## config.mk

```make
export PLATFORM = sky130hd
export DESIGN_NAME = decimal_text_to_double
export DESIGN_NICKNAME = d
export VERILOG_FILES = /design/src/hw/rtl/dtd_pkg.sv /design/src/hw/rtl/dtd_fpu.sv /design/src/hw/rtl/decimal_text_to_double.sv
export SDC_FILE = /design/constraint.sdc
export NUM_CORES = 2
export LEC_CHECK = 0
export ABC_AREA = 1
export BUFFER_PORTS_ARGS = -buffer_cell sky130_fd_sc_hd__buf_2
export CELL_PAD_IN_SITES_DETAIL_PLACEMENT = 0
export CELL_PAD_IN_SITES_GLOBAL_PLACEMENT = 2
export CORE_MARGIN = 2
export CORE_UTILIZATION = 37
export CTS_BUF_LIST = sky130_fd_sc_hd__clkbuf_16
export DETAILED_ROUTE_END_ITERATION = 10
export PLACE_DENSITY_LB_ADDON = 0.1
export SLEW_MARGIN = 20
export SYNTH_ARGS = -nofsm -noshare
export SYNTH_HDL_FRONTEND = slang
export SYNTH_SLANG_ARGS = --single-unit
```

## constraint.sdc

```tcl
create_clock -name clk -period 19 [get_ports clk]
set_input_delay 4.75 -clock clk [delete_from_list [all_inputs] [get_ports clk]]
set_output_delay 4.75 -clock clk [all_outputs]
set_load 0.05 [all_outputs]
```

## src/hw/rtl/dtd_pkg.sv

```systemverilog
// Package for the decimal text to double converter.
// Holds the shared types, state encodings, character codes and float constants.
// Depends on nothing; every other file refers to it by scoped names.
package dtd_pkg;

    // Character codes of the grammar
    localparam logic [7:0] CH_NUL   = 8'h00;
    localparam logic [7:0] CH_DOT   = 8'h2E;
    localparam logic [7:0] CH_E_LO  = 8'h65;
    localparam logic [7:0] CH_E_UP  = 8'h45;
    localparam logic [7:0] CH_PLUS  = 8'h2B;
    localparam logic [7:0] CH_MINUS = 8'h2D;
    localparam logic [7:0] CH_ZERO  = 8'h30;
    localparam logic [7:0] CH_NINE  = 8'h39;

    // Saturation bound of the decimal exponent
    localparam logic [30:0] EXP_MAX = 31'h7FFF_FFFF;

    // Working widths of the float unit
    localparam int P_W = 116;
    localparam int X_W = 14;

    // Double format constants
    localparam logic [10:0] EXP_INF = 11'h7FF;
    localparam logic signed [X_W-1:0] X_MIN   = -14'sd1074;
    localparam logic signed [X_W-1:0] X_BIAS  = 14'sd1075;
    localparam logic signed [X_W-1:0] X_BIG   = 14'sd2047;
    localparam logic signed [X_W-1:0] ADD_FAR = 14'sd110;
    localparam logic signed [X_W-1:0] ADD_TOP = 14'sd5;

    // Significands of 10.0 and of the double nearest 0.1 (times 2^-56)
    localparam logic [52:0] TEN_SIG   = 53'd10;
    localparam logic [52:0] TENTH_SIG = 53'h1999_9999_9999_9A;
    localparam logic signed [X_W-1:0] TENTH_EXP = -14'sd56;

    typedef enum logic [1:0] {
        OP_MUL10,
        OP_MUL01,
        OP_ADD
    } dtd_op_t;

    typedef struct packed {
        logic       start;
        dtd_op_t    op;
        logic [3:0] digit;
    } dtd_req_t;

    typedef enum logic [1:0] {
        F_IDLE,
        F_MUL,
        F_NORM
    } fpu_state_t;

    typedef enum logic [2:0] {
        C_IDLE,
        C_MUL_WAIT,
        C_ADD_GO,
        C_ADD_WAIT,
        C_SCALE,
        C_SCALE_WAIT
    } ctrl_state_t;

    typedef enum logic [2:0] {
        PH_INT,
        PH_FRAC,
        PH_ESTART,
        PH_EDIG,
        PH_SKIP
    } phase_t;

endpackage

```

## src/hw/rtl/dtd_fpu.sv

```systemverilog
// Shared float unit: multiply by 10.0 or 0.1 and add of a small digit.
// Shift-add multiplier, one-bit normalizer and nearest-even rounding.
// Depends on dtd_pkg.
module dtd_fpu (
    input  logic              clk,
    input  logic              rst_n,
    input  dtd_pkg::dtd_req_t req,
    input  logic [62:0]       a,
    output logic              done,
    output logic [62:0]       result
);

    dtd_pkg::fpu_state_t state_reg, state_next;
    logic [dtd_pkg::P_W-1:0] p_reg, p_next;
    logic [dtd_pkg::P_W-1:0] mm_reg, mm_next;
    logic [52:0]             k_reg, k_next;
    logic signed [dtd_pkg::X_W-1:0] x_reg, x_next;
    logic g_reg, g_next;
    logic s_reg, s_next;
    logic done_reg, done_next;
    logic [62:0] res_reg, res_next;

    logic [10:0] e_a;
    logic [10:0] e_eff;
    logic [dtd_pkg::P_W-1:0] m_w;
    logic [dtd_pkg::P_W-1:0] d_w;
    logic signed [dtd_pkg::X_W-1:0] xa;
    logic signed [dtd_pkg::X_W-1:0] sh;
    logic a_zero;
    logic a_inf;

    logic inc;
    logic [53:0] q1;
    logic [52:0] sig;
    logic signed [dtd_pkg::X_W-1:0] x_fin;
    logic signed [dtd_pkg::X_W-1:0] biased;
    logic [62:0] rounded;

    // Unpack the operand
    always_comb
    begin
        e_a    = a[62:52];
        e_eff  = (e_a == 11'd0) ? 11'd1 : e_a;
        m_w    = dtd_pkg::P_W'({(e_a != 11'd0), a[51:0]});
        d_w    = dtd_pkg::P_W'(req.digit);
        xa     = $signed({3'b000, e_eff}) - dtd_pkg::X_BIAS;
        sh     = -xa;
        a_zero = (a == 63'd0);
        a_inf  = (e_a == dtd_pkg::EXP_INF);
    end

    // Round the settled significand to nearest even and pack
    always_comb
    begin
        inc    = g_reg & (s_reg | p_reg[0]);
        q1     = {1'b0, p_reg[52:0]} + 54'(inc);
        sig    = q1[53] ? q1[53:1] : q1[52:0];
        x_fin  = x_reg + (q1[53] ? 14'sd1 : 14'sd0);
        biased = x_fin + dtd_pkg::X_BIAS;
        if (!sig[52])
        begin
            rounded = {11'd0, sig[51:0]};
        end
        else if (biased >= dtd_pkg::X_BIG)
        begin
            rounded = {dtd_pkg::EXP_INF, 52'd0};
        end
        else
        begin
            rounded = {biased[10:0], sig[51:0]};
        end
    end

    // Sequence the operation
    always_comb
    begin
        state_next = state_reg;
        p_next     = p_reg;
        mm_next    = mm_reg;
        k_next     = k_reg;
        x_next     = x_reg;
        g_next     = g_reg;
        s_next     = s_reg;
        res_next   = res_reg;
        done_next  = 1'b0;
        case (state_reg)
            dtd_pkg::F_IDLE:
            begin
                if (req.start)
                begin
                    g_next = 1'b0;
                    s_next = 1'b0;
                    case (req.op)
                        dtd_pkg::OP_ADD:
                        begin
                            if (req.digit == 4'd0 || a_inf || xa >= dtd_pkg::ADD_TOP)
                            begin
                                res_next  = a;
                                done_next = 1'b1;
                            end
                            else if (xa >= 14'sd0)
                            begin
                                p_next     = (m_w << xa[2:0]) + d_w;
                                x_next     = 14'sd0;
                                state_next = dtd_pkg::F_NORM;
                            end
                            else if (sh > dtd_pkg::ADD_FAR)
                            begin
                                p_next     = d_w;
                                x_next     = 14'sd0;
                                state_next = dtd_pkg::F_NORM;
                            end
                            else
                            begin
                                p_next     = m_w + (d_w << sh[6:0]);
                                x_next     = xa;
                                state_next = dtd_pkg::F_NORM;
                            end
                        end
                        default:
                        begin
                            if (a_zero || a_inf)
                            begin
                                res_next  = a;
                                done_next = 1'b1;
                            end
                            else
                            begin
                                p_next  = '0;
                                mm_next = m_w;
                                if (req.op == dtd_pkg::OP_MUL01)
                                begin
                                    k_next = dtd_pkg::TENTH_SIG;
                                    x_next = xa + dtd_pkg::TENTH_EXP;
                                end
                                else
                                begin
                                    k_next = dtd_pkg::TEN_SIG;
                                    x_next = xa;
                                end
                                state_next = dtd_pkg::F_MUL;
                            end
                        end
                    endcase
                end
            end
            dtd_pkg::F_MUL:
            begin
                // Add one shifted partial product per multiplier bit
                if (k_reg[0])
                begin
                    p_next = p_reg + mm_reg;
                end
                mm_next = mm_reg << 1;
                k_next  = k_reg >> 1;
                if (k_reg[52:1] == 52'd0)
                begin
                    state_next = dtd_pkg::F_NORM;
                end
            end
            dtd_pkg::F_NORM:
            begin
                if ((|p_reg[dtd_pkg::P_W-1:53]) || x_reg < dtd_pkg::X_MIN)
                begin
                    // Drop one bit into guard and sticky
                    s_next = s_reg | g_reg;
                    g_next = p_reg[0];
                    p_next = p_reg >> 1;
                    x_next = x_reg + 14'sd1;
                end
                else if (!p_reg[52] && x_reg > dtd_pkg::X_MIN)
                begin
                    p_next = p_reg << 1;
                    x_next = x_reg - 14'sd1;
                end
                else
                begin
                    res_next   = rounded;
                    done_next  = 1'b1;
                    state_next = dtd_pkg::F_IDLE;
                end
            end
            default:
            begin
                state_next = dtd_pkg::F_IDLE;
            end
        endcase
    end

    // Hold control state
    always_ff @(posedge clk or negedge rst_n)
    begin
        if (!rst_n)
        begin
            state_reg <= dtd_pkg::F_IDLE;
            done_reg  <= 1'b0;
        end
        else
        begin
            state_reg <= state_next;
            done_reg  <= done_next;
        end
    end

    // Hold the datapath
    always_ff @(posedge clk)
    begin
        p_reg   <= p_next;
        mm_reg  <= mm_next;
        k_reg   <= k_next;
        x_reg   <= x_next;
        g_reg   <= g_next;
        s_reg   <= s_next;
        res_reg <= res_next;
    end

    assign done   = done_reg;
    assign result = res_reg;

endmodule

```

## src/hw/rtl/decimal_text_to_double.sv

```systemverilog
// Decimal text to double converter, top level.
// Parser, exponent tracking and sequencer; uses dtd_fpu and dtd_pkg.
//
// Usage: send one character per word on the input channel (in_valid, in_ready,
// ch), ending the string with a zero byte. The result word (out_valid,
// out_ready, value_bits) carries the IEEE double bits, sign bit left out.
// A non-digit character does not stall the input. A mantissa digit takes a
// multiply by 10 and a digit add on the shared float unit, which uses the
// 4-step shift-add multiplier and the one-bit normalizer. On a zero
// accumulator a zero digit goes through the float unit at once, and a nonzero
// one is walked up by the normalizer one bit per cycle. On the zero byte each
// unit of decimal exponent costs one multiply: by 10 up, by 0.1 down (53
// shift-add steps for 0.1 plus normalization).
// Scaling stops once the value is zero or infinity.
// The result sits in an output register; the block takes the next string
// while it waits, and only holds a finished conversion if that register is
// still full. Reset returns the parser to the integer digits with a zero
// accumulator and clears the output valid flag.
module decimal_text_to_double (
    input  logic        clk,
    input  logic        rst_n,
    input  logic        in_valid,
    output logic        in_ready,
    input  logic [7:0]  ch,
    output logic        out_valid,
    input  logic        out_ready,
    output logic [62:0] value_bits
);

    dtd_pkg::ctrl_state_t state_reg, state_next;
    dtd_pkg::phase_t      phase_reg, phase_next;
    logic [62:0]          accum_reg, accum_next;
    logic [30:0]          dec_reg, dec_next;
    logic [30:0]          expv_reg, expv_next;
    logic                 eneg_reg, eneg_next;
    logic signed [31:0]   escale_reg, escale_next;
    logic [3:0]           digit_reg, digit_next;
    logic                 out_valid_reg, out_valid_next;
    logic [62:0]          value_reg, value_next;

    dtd_pkg::dtd_req_t req;
    logic              fpu_done;
    logic [62:0]       fpu_result;

    logic              accept;
    logic              is_digit;
    logic [3:0]        ch_digit;
    logic [34:0]       expv_ten;
    logic [30:0]       expv_upd;
    logic signed [32:0] sum_wide;
    logic signed [31:0] sum_sat;
    logic              scale_stop;

    dtd_fpu u_fpu (
        .clk    (clk),
        .rst_n  (rst_n),
        .req    (req),
        .a      (accum_reg),
        .done   (fpu_done),
        .result (fpu_result)
    );

    // Decode the character and update the explicit exponent
    always_comb
    begin
        accept   = in_valid && (state_reg == dtd_pkg::C_IDLE);
        is_digit = ch inside {[dtd_pkg::CH_ZERO:dtd_pkg::CH_NINE]};
        ch_digit = 4'(ch - dtd_pkg::CH_ZERO);
        expv_ten = ({4'd0, expv_reg} << 3) + ({4'd0, expv_reg} << 1) + 35'(ch_digit);
        expv_upd = (expv_ten > {4'd0, dtd_pkg::EXP_MAX}) ? dtd_pkg::EXP_MAX
                                                         : expv_ten[30:0];
        if (eneg_reg)
        begin
            sum_wide = -($signed({2'b00, expv_reg}) + $signed({2'b00, dec_reg}));
        end
        else
        begin
            sum_wide = $signed({2'b00, expv_reg}) - $signed({2'b00, dec_reg});
        end
        if (sum_wide > $signed({2'b00, dtd_pkg::EXP_MAX}))
        begin
            sum_sat = $signed({1'b0, dtd_pkg::EXP_MAX});
        end
        else if (sum_wide < -$signed({2'b00, dtd_pkg::EXP_MAX}))
        begin
            sum_sat = -$signed({1'b0, dtd_pkg::EXP_MAX});
        end
        else
        begin
            sum_sat = sum_wide[31:0];
        end
        scale_stop = (escale_reg == 32'sd0) || (accum_reg == 63'd0)
                     || (accum_reg[62:52] == dtd_pkg::EXP_INF);
    end

    // Next state and float unit requests
    always_comb
    begin
        state_next     = state_reg;
        phase_next     = phase_reg;
        accum_next     = accum_reg;
        dec_next       = dec_reg;
        expv_next      = expv_reg;
        eneg_next      = eneg_reg;
        escale_next    = escale_reg;
        digit_next     = digit_reg;
        value_next     = value_reg;
        out_valid_next = out_valid_reg;
        req.start      = 1'b0;
        req.op         = dtd_pkg::OP_MUL10;
        req.digit      = digit_reg;

        if (out_valid_reg && out_ready)
        begin
            out_valid_next = 1'b0;
        end

        case (state_reg)
            dtd_pkg::C_IDLE:
            begin
                if (accept)
                begin
                    if (ch == dtd_pkg::CH_NUL)
                    begin
                        escale_next = sum_sat;
                        state_next  = dtd_pkg::C_SCALE;
                    end
                    else
                    begin
                        case (phase_reg)
                            dtd_pkg::PH_INT, dtd_pkg::PH_FRAC:
                            begin
                                if (is_digit)
                                begin
                                    req.start  = 1'b1;
                                    digit_next = ch_digit;
                                    state_next = dtd_pkg::C_MUL_WAIT;
                                    if (phase_reg == dtd_pkg::PH_FRAC
                                        && dec_reg != dtd_pkg::EXP_MAX)
                                    begin
                                        dec_next = dec_reg + 31'd1;
                                    end
                                end
                                else if (ch == dtd_pkg::CH_DOT
                                         && phase_reg == dtd_pkg::PH_INT)
                                begin
                                    phase_next = dtd_pkg::PH_FRAC;
                                end
                                else if (ch == dtd_pkg::CH_E_LO || ch == dtd_pkg::CH_E_UP)
                                begin
                                    phase_next = dtd_pkg::PH_ESTART;
                                end
                                else
                                begin
                                    phase_next = dtd_pkg::PH_SKIP;
                                end
                            end
                            dtd_pkg::PH_ESTART:
                            begin
                                if (ch == dtd_pkg::CH_PLUS)
                                begin
                                    phase_next = dtd_pkg::PH_EDIG;
                                end
                                else if (ch == dtd_pkg::CH_MINUS)
                                begin
                                    eneg_next  = 1'b1;
                                    phase_next = dtd_pkg::PH_EDIG;
                                end
                                else if (is_digit)
                                begin
                                    expv_next  = expv_upd;
                                    phase_next = dtd_pkg::PH_EDIG;
                                end
                                else
                                begin
                                    phase_next = dtd_pkg::PH_SKIP;
                                end
                            end
                            dtd_pkg::PH_EDIG:
                            begin
                                if (is_digit)
                                begin
                                    expv_next = expv_upd;
                                end
                                else
                                begin
                                    phase_next = dtd_pkg::PH_SKIP;
                                end
                            end
                            default:
                            begin
                                phase_next = phase_reg;
                            end
                        endcase
                    end
                end
            end
            dtd_pkg::C_MUL_WAIT:
            begin
                if (fpu_done)
                begin
                    accum_next = fpu_result;
                    state_next = dtd_pkg::C_ADD_GO;
                end
            end
            dtd_pkg::C_ADD_GO:
            begin
                req.start  = 1'b1;
                req.op     = dtd_pkg::OP_ADD;
                state_next = dtd_pkg::C_ADD_WAIT;
            end
            dtd_pkg::C_ADD_WAIT:
            begin
                if (fpu_done)
                begin
                    accum_next = fpu_result;
                    state_next = dtd_pkg::C_IDLE;
                end
            end
            dtd_pkg::C_SCALE:
            begin
                if (scale_stop)
                begin
                    // Emit once the output register is free, then clear the parse
                    if (!out_valid_reg || out_ready)
                    begin
                        value_next     = accum_reg;
                        out_valid_next = 1'b1;
                        phase_next     = dtd_pkg::PH_INT;
                        accum_next     = 63'd0;
                        dec_next       = 31'd0;
                        expv_next      = 31'd0;
                        eneg_next      = 1'b0;
                        state_next     = dtd_pkg::C_IDLE;
                    end
                end
                else
                begin
                    req.start = 1'b1;
                    if (escale_reg > 32'sd0)
                    begin
                        req.op      = dtd_pkg::OP_MUL10;
                        escale_next = escale_reg - 32'sd1;
                    end
                    else
                    begin
                        req.op      = dtd_pkg::OP_MUL01;
                        escale_next = escale_reg + 32'sd1;
                    end
                    state_next = dtd_pkg::C_SCALE_WAIT;
                end
            end
            dtd_pkg::C_SCALE_WAIT:
            begin
                if (fpu_done)
                begin
                    accum_next = fpu_result;
                    state_next = dtd_pkg::C_SCALE;
                end
            end
            default:
            begin
                state_next = dtd_pkg::C_IDLE;
            end
        endcase
    end

    // Hold control and parse state
    always_ff @(posedge clk or negedge rst_n)
    begin
        if (!rst_n)
        begin
            state_reg     <= dtd_pkg::C_IDLE;
            phase_reg     <= dtd_pkg::PH_INT;
            accum_reg     <= 63'd0;
            dec_reg       <= 31'd0;
            expv_reg      <= 31'd0;
            eneg_reg      <= 1'b0;
            out_valid_reg <= 1'b0;
        end
        else
        begin
            state_reg     <= state_next;
            phase_reg     <= phase_next;
            accum_reg     <= accum_next;
            dec_reg       <= dec_next;
            expv_reg      <= expv_next;
            eneg_reg      <= eneg_next;
            out_valid_reg <= out_valid_next;
        end
    end

    // Hold the payload
    always_ff @(posedge clk)
    begin
        escale_reg <= escale_next;
        digit_reg  <= digit_next;
        value_reg  <= value_next;
    end

    assign in_ready   = (state_reg == dtd_pkg::C_IDLE);
    assign out_valid  = out_valid_reg;
    assign value_bits = value_reg;

endmodule

```

==> flow_metrics.tcl <==
set metrics [dict create \
    fin_tns_setup_ns 0 \
    vias_per_cell 5.69 \
    die_area_sq_mm 0.159 \
    hold_viol 0 \
    clk_path_buf_depth 3 \
    post_drt_wl_per_cell_microns 25.7 \
    core_area_sq_mm 0.154 \
    synth_cells 8574 \
    row_count 144 \
    antenna_found_initial 9 \
    rr_endpoint "u_fpu.p_reg[43]$_DFFE_PP_" \
    worst_pin_slew_ns 1.13 \
    cts_sinks 599 \
    start_kind "flip-flop" \
    slew_headroom 0.237 \
    first_pass_iters 8 \
    setup_viol 0 \
    postSynthAreaPerCell_sq_um 6.71 \
    cts.clk_slew.worst_paths_ns 0.06 \
    seq_area_frac_synth 0.301 \
    placed_area_sq_mm 0.0601 \
    grt_usage 0.339 \
    post-route-drc-count 0 \
    gp_congestion 1.03 \
    r2r-start "accum_reg[54]$_DFFE_PN0P_" \
    wl_microns 275000 \
    final_max_slew_viol_count 0 \
    rsz0062_at_grt "no" \
    r2r_setup_slack_ns 9.56 \
    layout_common_cells "nand2_1, inv_1, nor2_1, o21ai_0, nand3_1" \
    die_x_microns 398 \
    fin_crit_ns 9.44 \
    critPathKind "reg2reg" \
    p_per_area_mw_per_mm2 49.6 \
    ys_seq_elements 599 \
    synth_nets 8974 \
    post-dp-hpwl_microns 222000 \
    cp_top_family "simple AND/OR/NAND/NOR gates" \
    multi_input_area_sq_mm 0.0349 \
    htree_levels 3 \
    hold_depth 0 \
    finalCritPeriodShare 0.497 \
    start_util 0.373 \
    grt_max_degree 124 \
    portBuffers 76 \
    drive_above_1_share 0.0608 \
    grt_pass1_vias 57800 \
    cp.arrival_ns 9.91 \
    final_common_cell "nand2_1" \
    regArea_sq_mm 0.0173 \
    ant_nets 0 \
    syn_to_final_growth_pct 9.70 \
    synthArstFlopShare 0.227 \
    skew_ns 0.0842 \
    p_leak_uw 0.0276 \
    hold-path-endpoint "value_bits[58]$_DFFE_PP_" \
    drv_cap 0 \
    cts_inserted_buffers 83 \
    critPathMaxStageDelay_ns 0.74 \
    clockRootBuffer "clkbuf_16" \
    crit_fanout 115 \
    postCtsHoldBufs 0 \
    syn_area_sq_mm 0.0575 \
    fin_area_sq_mm 0.0631 \
    synth.distinct_cells 74 \
    yosys_warnings 0 \
    vias 60800 \
    min_from "accum_reg[58]$_DFFE_PN0P_" \
    pin_count 77 \
    peakVddDrop_mv 0.0742 \
    nFillCells 16800 \
    cts_tree "yes" \
    cts_resized 0 \
    grt_pass1_wl_microns 396000 \
    hold_class "reg2reg" \
    grt_overflow 0 \
    synth-edff-count 463 \
    worstRegToRegCells 30 \
    ys.flop_type "edfxtp_1" \
    die_y_microns 398 \
    clk_latency_ns 0.76 \
    worst_path_most_repeated_cell "nand2_1" \
    slowest_stage "inv_2" \
    end_kind "flip-flop" \
    critical_path_required_ns 19.46 \
    status "complete, no violations" \
    path_buf_inv 6 \
    fin_nets 8974 \
    timing.fmax_ghz 0.106 \
    drtIter0Drc 6040 \
    post-cts-setup-buffer-count 0 \
]
worst max-delay path by stage:
stage                                          from                   endpoint  cells past startpoint
after floorplan                               ch[7]   u_fpu.p_reg[0]$_DFFE_PP_                     11
after global placement                        ch[3]   expv_reg[25]$_DFFE_PN0P_                     17
after detailed placement                      ch[3]   expv_reg[16]$_DFFE_PN0P_                     17
after CTS                 accum_reg[54]$_DFFE_PN0P_  u_fpu.p_reg[43]$_DFFE_PP_                     30
after global routing      accum_reg[54]$_DFFE_PN0P_  u_fpu.p_reg[43]$_DFFE_PP_                     30
final                     accum_reg[54]$_DFFE_PN0P_  u_fpu.p_reg[43]$_DFFE_PP_                     30
metal layers:
metal,wire (microns),up-vias,share of wire,GRT usage
li1,-,28900,-,-
met1,121000,29000,0.44,0.458
met2,120000,2376,0.44,0.529
met3,19200,465,0.070,0.0521
met4,15100,4,0.055,0.158
met5,27,-,0.000098,0
stage by stage:
| step | std cells | utilization | hold slack (ns) | worst slack [ns] | total power, uW |
|---|---|---|---|---|---|
| after floorplan | 8574 | - | 0.445 | 1.13 | 1430 |
| after CTS | 10700 | 0.409 | 0.474 | 9.83 | 3160 |
| after global routing | 10700 | 0.409 | 0.481 | 9.20 | 3210 |
| final | 10700 | 0.409 | 0.472 | 9.56 | 3130 |
| after global placement | 10500 | 0.390 | 0.453 | 9.52 | 1440 |
| after detailed placement | 10500 | 0.390 | 0.460 | 9.85 | 1440 |
logic make-up (layout without fill, tap and decap cells):
| kind of cell | Yosys count | in the layout | share of synthesized area |
|---|---|---|---|
| buffers and inverters | 1399 | 1470 | 0.0951 |
| AOI/OAI and AO/OA | 1764 | 1764 | 0.172 |
| adders and majority gates | 388 | 388 | 0.0856 |
| other | 0 | 4 | 0 |
| and+or+nand+nor | 4234 | 4234 | 0.318 |
| xor gates and xnor gates | 190 | 190 | 0.0289 |
| DFF | 599 | 599 | 0.301 |
layout make-up:
class,instances,share of cell area
clock inverter,73,0.0140
timing repair buffer,152,0.0156
clock buffer,83,0.0329
sequential,599,0.274
multi-input combinational,6576,0.553
tap,2044,0.0405
antenna,4,0.000159
inverter,1162,0.0692
where the power goes:
group          internal (uW)  total (uW)  switching (uW)  leakage [uW]
sequential              1400        1400           0.179       0.00613
clock                   1000        1710             713       0.00145
combinational           4.22        18.4            14.1        0.0200
total                   2400        3130             727        0.0276
synth_stat cells (8+ instances only):
master / number / area (sq um)
xor2_1: 143 / 1250
a31oi_1: 62 / 388
a21boi_0: 22 / 165
nand2_2: 51 / 319
buf_2: 40 / 200
xnor2_1: 47 / 412
o21ai_2: 11 / 96.3
clkbuf_1: 145 / 544
o22ai_1: 47 / 294
o31ai_1: 19 / 143
buf_4: 8 / 60.1
nor2_4: 16 / 180
nor3_2: 11 / 110
nor2_2: 27 / 169
nor4_1: 84 / 526
nand3_1: 641 / 3210
or2_2: 39 / 244
o21ai_1: 73 / 365
nand4_1: 155 / 970
o211ai_1: 44 / 330
nor2_1: 890 / 3340
nand3b_1: 19 / 143
a211oi_1: 9 / 67.6
buf_1: 29 / 109
a21oi_1: 586 / 2930
dfrtp_1: 136 / 3400
o21a_1: 36 / 270
o221ai_1: 34 / 298
edfxtp_1: 463 / 13900
o31ai_2: 8 / 100
nor3_1: 152 / 761
fa_1: 9 / 180
inv_2: 30 / 113
o21bai_1: 33 / 248
buf_6: 11 / 124
inv_1: 1125 / 4220
nand2_1: 2106 / 7910
and2_1: 8 / 50.1
ha_1: 379 / 4740
a21o_1: 45 / 338
a22oi_1: 15 / 113
nand3_2: 14 / 140
o21ai_0: 689 / 3450
No activity file was read; power rests on OpenSTA's default activity.
